==> src/sv/positional_list_engine_top_defines.svh <==
// ----------------------------------------------------------------------------
// positional_list_engine_top_defines
// Assertion macros shared by the list engine modules.
// ----------------------------------------------------------------------------
`ifndef POSITIONAL_LIST_ENGINE_TOP_DEFINES_SVH
`define POSITIONAL_LIST_ENGINE_TOP_DEFINES_SVH

// Check a property on every rising clock edge outside reset.
`define PLE_ASSERT(label, prop, msg) \
  label: assert property (@(posedge clk) disable iff (!rst_n) (prop)) \
    else $error(msg);

// Check that a condition implies a consequence on the same edge.
`define PLE_ASSERT_IMPL(label, cond, cons, msg) \
  `PLE_ASSERT(label, (cond) |-> (cons), msg)

`endif

==> src/sv/ple_pkg.sv <==
// ----------------------------------------------------------------------------
// ple_pkg
// Widths, command and status codes and the response record of the list engine.
// ----------------------------------------------------------------------------
package ple_pkg;

  localparam int DEPTH_DEF = 16;
  localparam int DATA_W    = 32;
  localparam int CMD_W     = 3;
  localparam int POS_W     = 5;
  localparam int STATUS_W  = 2;
  localparam int COUNT_W   = 5;

  typedef enum logic [CMD_W-1:0] {
    CMD_INS_FRONT = 3'd0,
    CMD_INS_BACK  = 3'd1,
    CMD_INS_POS   = 3'd2,
    CMD_DEL_FRONT = 3'd3,
    CMD_DEL_BACK  = 3'd4,
    CMD_DEL_POS   = 3'd5
  } cmd_t;

  typedef enum logic [STATUS_W-1:0] {
    ST_OK     = 2'd0,
    ST_EMPTY  = 2'd1,
    ST_BADPOS = 2'd2,
    ST_FULL   = 2'd3
  } status_t;

  typedef struct packed {
    status_t            status;
    logic [COUNT_W-1:0] count;
    logic [DATA_W-1:0]  removed_value;
  } resp_t;

endpackage

==> src/sv/ple_ram.sv <==
// ----------------------------------------------------------------------------
// ple_ram
// Generic single-write, single-read RAM with registered read data.
// ----------------------------------------------------------------------------
module ple_ram #(
  parameter int WIDTH = ple_pkg::DATA_W,
  parameter int DEPTH = ple_pkg::DEPTH_DEF
) (
  input  logic                                  clk,
  input  logic                                  we,
  input  logic [((DEPTH > 1) ? $clog2(DEPTH) : 1)-1:0] waddr,
  input  logic [WIDTH-1:0]                      wdata,
  input  logic                                  re,
  input  logic [((DEPTH > 1) ? $clog2(DEPTH) : 1)-1:0] raddr,
  output logic [WIDTH-1:0]                      rdata
);

  logic [WIDTH-1:0] mem_r [DEPTH];
  logic [WIDTH-1:0] rdata_r;

  always_ff @(posedge clk) begin
    if (we) begin
      mem_r[waddr] <= wdata;
    end
    if (re) begin
      rdata_r <= mem_r[raddr];
    end
  end

  assign rdata = rdata_r;

endmodule

==> src/sv/ple_seq.sv <==
// ----------------------------------------------------------------------------
// ple_seq
// Command check and shift sequencer: moves list entries one at a time
// through the list RAM for positional inserts and deletes.
// ----------------------------------------------------------------------------
`include "positional_list_engine_top_defines.svh"

module ple_seq #(
  parameter int DEPTH = ple_pkg::DEPTH_DEF,
  localparam int AW   = (DEPTH > 1) ? $clog2(DEPTH) : 1,
  localparam int CW   = $clog2(DEPTH + 1)
) (
  input  logic                        clk,
  input  logic                        rst_n,
  input  logic                        cmd_valid,
  output logic                        cmd_ready,
  input  logic [ple_pkg::CMD_W-1:0]   cmd,
  input  logic [ple_pkg::DATA_W-1:0]  value,
  input  logic [ple_pkg::POS_W-1:0]   position,
  output logic                        resp_valid,
  input  logic                        resp_ready,
  output ple_pkg::resp_t              resp,
  output logic                        ram_we,
  output logic [AW-1:0]               ram_waddr,
  output logic [ple_pkg::DATA_W-1:0]  ram_wdata,
  output logic                        ram_re,
  output logic [AW-1:0]               ram_raddr,
  input  logic [ple_pkg::DATA_W-1:0]  ram_rdata
);

  localparam int PW = ((CW > ple_pkg::POS_W) ? CW : ple_pkg::POS_W) + 1;

  typedef enum logic [2:0] {
    S_IDLE,
    S_DEL_RD,
    S_DEL_CAP,
    S_MOVE_RD,
    S_MOVE_WR,
    S_INS_WR,
    S_RESP
  } state_t;

  state_t                     state_r, state_nxt;
  logic                       ins_r, ins_nxt;
  logic                       op_r, op_nxt;
  logic [AW-1:0]              idx_r, idx_nxt;
  logic [AW-1:0]              ptr_r, ptr_nxt;
  logic [ple_pkg::DATA_W-1:0] value_r, value_nxt;
  logic [ple_pkg::DATA_W-1:0] removed_r, removed_nxt;
  ple_pkg::status_t           status_r, status_nxt;
  logic [CW-1:0]              count_r, count_nxt;

  logic [PW-1:0]              pos_ext;
  logic [PW-1:0]              cnt_ext;
  logic                       full;
  logic                       empty;
  logic                       dec_ins;
  logic                       dec_op;
  logic [AW-1:0]              dec_idx;
  ple_pkg::status_t           dec_status;
  logic [CW-1:0]              count_new;

  // Command check
  always_comb begin
    pos_ext    = PW'(position);
    cnt_ext    = PW'(count_r);
    full       = (count_r == CW'(DEPTH));
    empty      = (count_r == '0);
    dec_ins    = 1'b0;
    dec_op     = 1'b0;
    dec_idx    = '0;
    dec_status = ple_pkg::ST_OK;
    unique case (ple_pkg::cmd_t'(cmd)) inside
      ple_pkg::CMD_INS_FRONT, ple_pkg::CMD_INS_BACK, ple_pkg::CMD_INS_POS: begin
        dec_ins = 1'b1;
        if (full) begin
          dec_status = ple_pkg::ST_FULL;
        end else if (ple_pkg::cmd_t'(cmd) == ple_pkg::CMD_INS_FRONT) begin
          dec_op = 1'b1;
        end else if (ple_pkg::cmd_t'(cmd) == ple_pkg::CMD_INS_BACK) begin
          dec_op  = 1'b1;
          dec_idx = AW'(count_r);
        end else if (pos_ext == '0 || pos_ext > cnt_ext + PW'(1)) begin
          dec_status = ple_pkg::ST_BADPOS;
        end else begin
          dec_op  = 1'b1;
          dec_idx = AW'(pos_ext - PW'(1));
        end
      end
      ple_pkg::CMD_DEL_FRONT, ple_pkg::CMD_DEL_BACK, ple_pkg::CMD_DEL_POS: begin
        if (empty) begin
          dec_status = ple_pkg::ST_EMPTY;
        end else if (ple_pkg::cmd_t'(cmd) == ple_pkg::CMD_DEL_FRONT) begin
          dec_op = 1'b1;
        end else if (ple_pkg::cmd_t'(cmd) == ple_pkg::CMD_DEL_BACK) begin
          dec_op  = 1'b1;
          dec_idx = AW'(count_r - CW'(1));
        end else if (pos_ext == '0 || pos_ext > cnt_ext) begin
          dec_status = ple_pkg::ST_BADPOS;
        end else begin
          dec_op  = 1'b1;
          dec_idx = AW'(pos_ext - PW'(1));
        end
      end
      default: begin
        dec_status = ple_pkg::ST_OK;
      end
    endcase
  end

  // Sequencer
  always_comb begin
    state_nxt   = state_r;
    ins_nxt     = ins_r;
    op_nxt      = op_r;
    idx_nxt     = idx_r;
    ptr_nxt     = ptr_r;
    value_nxt   = value_r;
    removed_nxt = removed_r;
    status_nxt  = status_r;
    count_nxt   = count_r;
    unique case (state_r)
      S_IDLE: begin
        if (cmd_valid) begin
          ins_nxt     = dec_ins;
          op_nxt      = dec_op;
          idx_nxt     = dec_idx;
          value_nxt   = value;
          removed_nxt = '0;
          status_nxt  = dec_status;
          if (!dec_op) begin
            state_nxt = S_RESP;
          end else if (!dec_ins) begin
            state_nxt = S_DEL_RD;
          end else if (CW'(dec_idx) == count_r) begin
            state_nxt = S_INS_WR;
          end else begin
            ptr_nxt   = AW'(count_r - CW'(1));
            state_nxt = S_MOVE_RD;
          end
        end
      end
      S_DEL_RD: begin
        state_nxt = S_DEL_CAP;
      end
      S_DEL_CAP: begin
        removed_nxt = ram_rdata;
        if (CW'(idx_r) + CW'(1) == count_r) begin
          state_nxt = S_RESP;
        end else begin
          ptr_nxt   = idx_r + AW'(1);
          state_nxt = S_MOVE_RD;
        end
      end
      S_MOVE_RD: begin
        state_nxt = S_MOVE_WR;
      end
      S_MOVE_WR: begin
        if (ins_r) begin
          if (ptr_r == idx_r) begin
            state_nxt = S_INS_WR;
          end else begin
            ptr_nxt   = ptr_r - AW'(1);
            state_nxt = S_MOVE_RD;
          end
        end else if (CW'(ptr_r) + CW'(1) == count_r) begin
          state_nxt = S_RESP;
        end else begin
          ptr_nxt   = ptr_r + AW'(1);
          state_nxt = S_MOVE_RD;
        end
      end
      S_INS_WR: begin
        state_nxt = S_RESP;
      end
      S_RESP: begin
        if (resp_ready) begin
          count_nxt = count_new;
          state_nxt = S_IDLE;
        end
      end
      default: begin
        state_nxt = S_IDLE;
      end
    endcase
  end

  always_ff @(posedge clk) begin
    if (!rst_n) begin
      state_r <= S_IDLE;
      count_r <= '0;
    end else begin
      state_r <= state_nxt;
      count_r <= count_nxt;
    end
    ins_r     <= ins_nxt;
    op_r      <= op_nxt;
    idx_r     <= idx_nxt;
    ptr_r     <= ptr_nxt;
    value_r   <= value_nxt;
    removed_r <= removed_nxt;
    status_r  <= status_nxt;
  end

  always_comb begin
    if (!op_r) begin
      count_new = count_r;
    end else if (ins_r) begin
      count_new = count_r + CW'(1);
    end else begin
      count_new = count_r - CW'(1);
    end
  end

  assign cmd_ready          = (state_r == S_IDLE);
  assign resp_valid         = (state_r == S_RESP);
  assign resp.status        = status_r;
  assign resp.count         = ple_pkg::COUNT_W'(count_new);
  assign resp.removed_value = removed_r;

  assign ram_re    = (state_r == S_DEL_RD) || (state_r == S_MOVE_RD);
  assign ram_raddr = (state_r == S_DEL_RD) ? idx_r : ptr_r;
  assign ram_we    = (state_r == S_MOVE_WR) || (state_r == S_INS_WR);
  assign ram_wdata = (state_r == S_INS_WR) ? value_r : ram_rdata;
  assign ram_waddr = (state_r == S_INS_WR) ? idx_r :
                     (ins_r ? ptr_r + AW'(1) : ptr_r - AW'(1));

  `PLE_ASSERT(a_count_bound, count_r <= CW'(DEPTH), "element count beyond depth")
  `PLE_ASSERT_IMPL(a_write_in_list, ram_we, CW'(ram_waddr) <= count_r,
    "list write beyond the end of the list")
  `PLE_ASSERT(a_insert_grows,
    (resp_valid && resp_ready && op_r && ins_r) |=> (count_r == $past(count_r) + CW'(1)),
    "successful insert did not grow the list")

endmodule

==> src/sv/positional_list_engine_top.sv <==
// ----------------------------------------------------------------------------
// positional_list_engine_top
// Bounded ordered list of signed 32-bit values with front, back and
// positional insert and delete; one status transfer per command.
//
//   channel | dir | tdata fields (lsb first)
//   in_     | in  | cmd[2:0], value[34:3], position[39:35]
//   out_    | out | status[1:0], count[6:2], removed_value[38:7], zero[39]
//
// An insert at index i shifts the elements from the back down to i up by one,
// then writes the value; a delete at i captures that element, then shifts each
// later one down by one. Each moved element is read, then written on the list
// RAM. in_tready stays low until the result is loaded into the output register;
// a stalled result holds there while the next command runs. Reset clears the
// count, state and output valid only; RAM contents need no clearing.
// ----------------------------------------------------------------------------
`include "positional_list_engine_top_defines.svh"

module positional_list_engine_top #(
  parameter int DEPTH = ple_pkg::DEPTH_DEF
) (
  input  logic        clk,
  input  logic        rst_n,
  input  logic        in_tvalid,
  output logic        in_tready,
  input  logic [39:0] in_tdata,   // cmd, value, position
  output logic        out_tvalid,
  input  logic        out_tready,
  output logic [39:0] out_tdata   // status, count, removed_value, zero pad
);

  localparam int AW = (DEPTH > 1) ? $clog2(DEPTH) : 1;

  logic                       resp_valid;
  logic                       resp_ready;
  ple_pkg::resp_t             resp;
  logic                       ram_we;
  logic [AW-1:0]              ram_waddr;
  logic [ple_pkg::DATA_W-1:0] ram_wdata;
  logic                       ram_re;
  logic [AW-1:0]              ram_raddr;
  logic [ple_pkg::DATA_W-1:0] ram_rdata;

  logic                       out_valid_r;
  ple_pkg::resp_t             out_data_r;

  ple_seq #(
    .DEPTH (DEPTH)
  ) u_seq (
    .clk        (clk),
    .rst_n      (rst_n),
    .cmd_valid  (in_tvalid),
    .cmd_ready  (in_tready),
    .cmd        (in_tdata[2:0]),
    .value      (in_tdata[34:3]),
    .position   (in_tdata[39:35]),
    .resp_valid (resp_valid),
    .resp_ready (resp_ready),
    .resp       (resp),
    .ram_we     (ram_we),
    .ram_waddr  (ram_waddr),
    .ram_wdata  (ram_wdata),
    .ram_re     (ram_re),
    .ram_raddr  (ram_raddr),
    .ram_rdata  (ram_rdata)
  );

  ple_ram #(
    .WIDTH (ple_pkg::DATA_W),
    .DEPTH (DEPTH)
  ) u_ram (
    .clk   (clk),
    .we    (ram_we),
    .waddr (ram_waddr),
    .wdata (ram_wdata),
    .re    (ram_re),
    .raddr (ram_raddr),
    .rdata (ram_rdata)
  );

  // Load a result when the output register is empty or its transfer completes
  assign resp_ready = !out_valid_r || out_tready;

  always_ff @(posedge clk) begin
    if (!rst_n) begin
      out_valid_r <= 1'b0;
    end else if (resp_ready) begin
      out_valid_r <= resp_valid;
    end
    if (resp_ready && resp_valid) begin
      out_data_r <= resp;
    end
  end

  assign out_tvalid = out_valid_r;
  assign out_tdata  = {1'b0, out_data_r.removed_value, out_data_r.count, out_data_r.status};

  `PLE_ASSERT_IMPL(a_removed_only_ok,
    out_tvalid && out_data_r.status != ple_pkg::ST_OK,
    out_data_r.removed_value == '0,
    "removed value on a failed command")

endmodule
==> config.mk <==
export PLATFORM = sky130hd
export DESIGN_NAME = positional_list_engine_top
export DESIGN_NICKNAME = d
export VERILOG_FILES = /design/src/sv/ple_pkg.sv /design/src/sv/ple_ram.sv /design/src/sv/ple_seq.sv /design/src/sv/positional_list_engine_top.sv
export VERILOG_INCLUDE_DIRS = /design/src /design/src/sv
export SDC_FILE = /design/constraint.sdc
export NUM_CORES = 1
export LEC_CHECK = 0
export ABC_CLOCK_PERIOD_IN_PS = 5100
export BUFFER_PORTS_ARGS = -buffer_cell sky130_fd_sc_hd__buf_2
export CAP_MARGIN = 0
export CORE_MARGIN = 1
export CORE_UTILIZATION = 35
export CTS_CLUSTER_DIAMETER = 60
export DETAILED_ROUTE_END_ITERATION = 7
export SKIP_CTS_REPAIR_TIMING = 1
export SLEW_MARGIN = 20
export SYNTH_ARGS = -nofsm -noshare
export SYNTH_HDL_FRONTEND = slang
export SYNTH_SLANG_ARGS = --single-unit
==> constraint.sdc <==
create_clock -name clk -period 5.1 [get_ports clk]
set_input_delay 0.51 -clock clk [delete_from_list [all_inputs] [get_ports clk]]
set_output_delay 0.51 -clock clk [all_outputs]
set_load 0.02 [all_outputs]
==> metrics.csv <==
metric;value;unit
mappedNetlistNets;1462;
antenna_cells_inserted;0;
final_layout_size_suffix_gt1_frac;0.273;
grt-ovfl-total;0;
total_count_of_max_transition_violations_in_the_final_report;0;
io_buffer_count;84;
final_cell_count_without_fillers;2599;
post-dp-hpwl;33900;um
dpl.cell_count;2472;
core_area;75900;um^2
worst_ep_arrival_time;4320;ps
grt_antenna_before_repair;0;
fin_tns_setup;0;ps
postRouteWirelength;59800;um
route.vias.total;13400;
final_hold_viol_count;0;
cp_cell_sequence;inv_1 > ha_1 > inv_1 > ha_1 > nor2b_1 > o21bai_1 > a31oi_1 > o21ai_0 > a32oi_1 > xnor2_1 > o311ai_1 > a21oi_1;
tritoncts;built;
synthCells;1402;
cts-root-to-sink-buffers;3;
routabilityCongestion;0.848;
floorplan.rows;101;
slew_headroom;0.289;
postSynthRegisterBits;668;
chip_height;279;um
initial_utilization;0.354;
synth_warnings;0;
crit_slowest_cell;dfxtp_1;
routed_wire_length_per_instance;23.0;um
max_stage_delay;700;ps
crit_required;5360;ps
ys_seq_area_frac;0.744;
period_share;0.797;
drt_pass1_iterations;5;
critical_path.n_buffers_inverters;2;
cp-end-kind;register;
grt_pass1_wl;90200;um
achievable-frequency;246;MHz
run_status;completed;
total_leakage_power;9.88;nW
grt_max_degree;94;
power_per_cell_area;601;nW/um^2
crit_type;reg2reg;
rsz0062_at_grt;no;
max-cap-violations;0;
fin_worst_skew;21.2;ps
numClockSinks;668;
design.die.area;77800;um^2
cp_max_fo;11;
horizontal_die_dimension;279;um
synth_top_flop_cell;edfxtp_1;
number_of_i_o_pins;86;
syn_to_final_growth;15.0;%
finalWorstPathRequiredPeriod;4060;ps
htree_levels;3;
synthArstFlopShare;0;
worstMarginPinSlew;1070;ps
synth.distinct_cells;66;
hold_class;in2reg;
clk_pin_slew;60;ps
cts_inserted_buffers;71;
worstSetupStartpointType;register;
syn_avg_cell_area;19.2;um^2
synthesis.area;26800;um^2
drt-vias-per-instance;5.16;
first_global_vias;14000;
globalRouteTotalUtil;0.155;
peakVddDrop;628;uV
clock-root-buffer;clkbuf_16;
initialDrtViolationCount;1021;
final_nets;1575;
post-route-drc-count;0;
synth_enable_flop_cells;659;
setup-violations-final;0;
drt.antenna.violating_nets;0;
critPathTopFamily;compound AO/OA/AOI/OAI gates;
clock_insertion_delay_worst_skew;610;ps
-- worst paths after layout --
| check | from | end | slack [ps] | cells after the start |
|---|---|---|---|---|
| min reg2reg | u_seq.removed_r[20] | out_tdata[27] | 420 | 0 |
| max reg2reg | u_seq.count_r[0] | u_seq.ptr_r[1] | 1040 | 12 |
| min | in_tdata[18] | u_seq.value_r[15] | 80 | 1 |
| max | u_seq.count_r[0] | u_seq.ptr_r[1] | 1040 | 12 |
-- per-layer routing --
layer | track usage | vias to the layer above | wire length (um)
met5 | 0 | - | 0
met2 | 0.254 | 338 | 29200
met3 | 0.0254 | 87 | 2810
met1 | 0.215 | 7079 | 26600
li1 | - | 5899 | -
met4 | 0.0404 | 0 | 1180
-- stage by stage --
| step | hold WS, ps | setup slack [ps] | power [mW] | utilization | area [um^2] |
|---|---|---|---|---|---|
| 2_1_floorplan | 400 | 600 | 12.0 | - | 26800 |
| 3_3_place_gp | 404 | 1240 | 13.6 | 0.377 | 28600 |
| 3_5_place_dp | 405 | 1110 | 13.8 | 0.377 | 28600 |
| 4_1_cts | 30.6 | 1100 | 18.8 | 0.407 | 30900 |
| 5_1_grt | 43.3 | 733 | 19.5 | 0.407 | 30900 |
| 6_report | 77.1 | 1040 | 18.6 | 0.407 | 30900 |
-- power breakdown --
part / switching (mW) / leakage, nW / total [mW] / internal, mW
combinational: 3.42 / 2.72 / 5.69 / 2.27
clock: 2.07 / 1.09 / 5.03 / 2.96
sequential: 0.354 / 6.06 / 7.83 / 7.48
-- cell type report --
type / instances / area [um^2]
Inverter: 17 / 63.8
Tap cell: 1030 / 1290
Sequential cell: 668 / 20000
Fill cell: 6723 / 45100
Clock buffer: 91 / 1900
Clock inverter: 36 / 370
Multi-Input combinational cell: 639 / 6520
Timing Repair Buffer: 118 / 763
-- synth_stat cells (5+ instances only) --
cell,n,area (um^2)
edfxtp_1,659,19800
mux4_2,128,2880
nand2_1,99,372
and2_1,38,238
a31oi_1,37,231
mux2_2,37,417
nor2_1,35,131
and3_1,33,206
clkbuf_1,29,109
buf_2,25,125
xnor2_1,25,219
o21ai_0,21,105
a211oi_2,18,225
ha_1,16,200
a211oi_1,15,113
a21oi_1,15,75.1
inv_1,15,56.3
nor3_1,12,60.1
nand3_1,11,55.1
buf_4,10,75.1
xor2_1,10,87.6
buf_6,9,101
dfxtp_1,9,180
mux2i_1,9,90.1
nor2b_1,8,50.1
o22ai_1,6,37.5
nor4_1,5,31.3
-- cell usage in the layout (no fill, tap or decap), drive strengths merged, types with 3 or more instances in the layout --
master | netlist | layout
clkinv | 0 | 26
nand3 | 11 | 11
buf | 48 | 118
ha | 16 | 16
clkbuf | 30 | 91
o221ai | 4 | 4
nand2b | 4 | 4
a31oi | 37 | 37
nor4 | 5 | 5
nor3 | 12 | 12
inv | 17 | 20
dfxtp | 9 | 9
a221oi | 3 | 3
nand2 | 99 | 99
and2 | 38 | 38
and3 | 33 | 33
edfxtp | 659 | 659
bufinv | 0 | 6
nor2b | 10 | 10
or2 | 3 | 3
xnor2 | 25 | 25
a211oi | 33 | 33
o21a | 4 | 4
o22ai | 6 | 6
mux4 | 128 | 128
mux2 | 37 | 37
mux2i | 9 | 9
nor2 | 36 | 36
a21oi | 16 | 16
xor2 | 10 | 10
or3 | 4 | 4
o21ai | 21 | 21
-- cell families (layout without fill, tap and decap cells) --
| family | count (synthesis) | count (layout) | share of synthesized area |
|---|---|---|---|
| multiplexers | 174 | 174 | 0.126 |
| flip-flops | 668 | 668 | 0.744 |
| AO/OA/AOI/OAI | 146 | 146 | 0.0405 |
| adder cells (fa/ha/maj) | 16 | 16 | 0.00746 |
| XOR/XNOR | 35 | 35 | 0.0114 |
| other | 1 | 1 | 0.000140 |
| buffers and inverters | 95 | 262 | 0.0199 |
| AND/OR/NAND/NOR | 267 | 267 | 0.0507 |
-- registers in the layout, summed over array words and instances (netlist names), 3 cells and up --
| register | count |
|---|---|
| u_ram.mem_r | 512 |
| out_tdata | 39 |
| u_ram.rdata | 32 |
| u_seq.removed_r | 32 |
| u_seq.value_r | 32 |
| u_seq.count_r | 5 |
| u_seq.idx_r | 4 |
| u_seq.ptr_r | 4 |
| u_seq.state_r | 3 |
(Power assumes the default switching activity.)
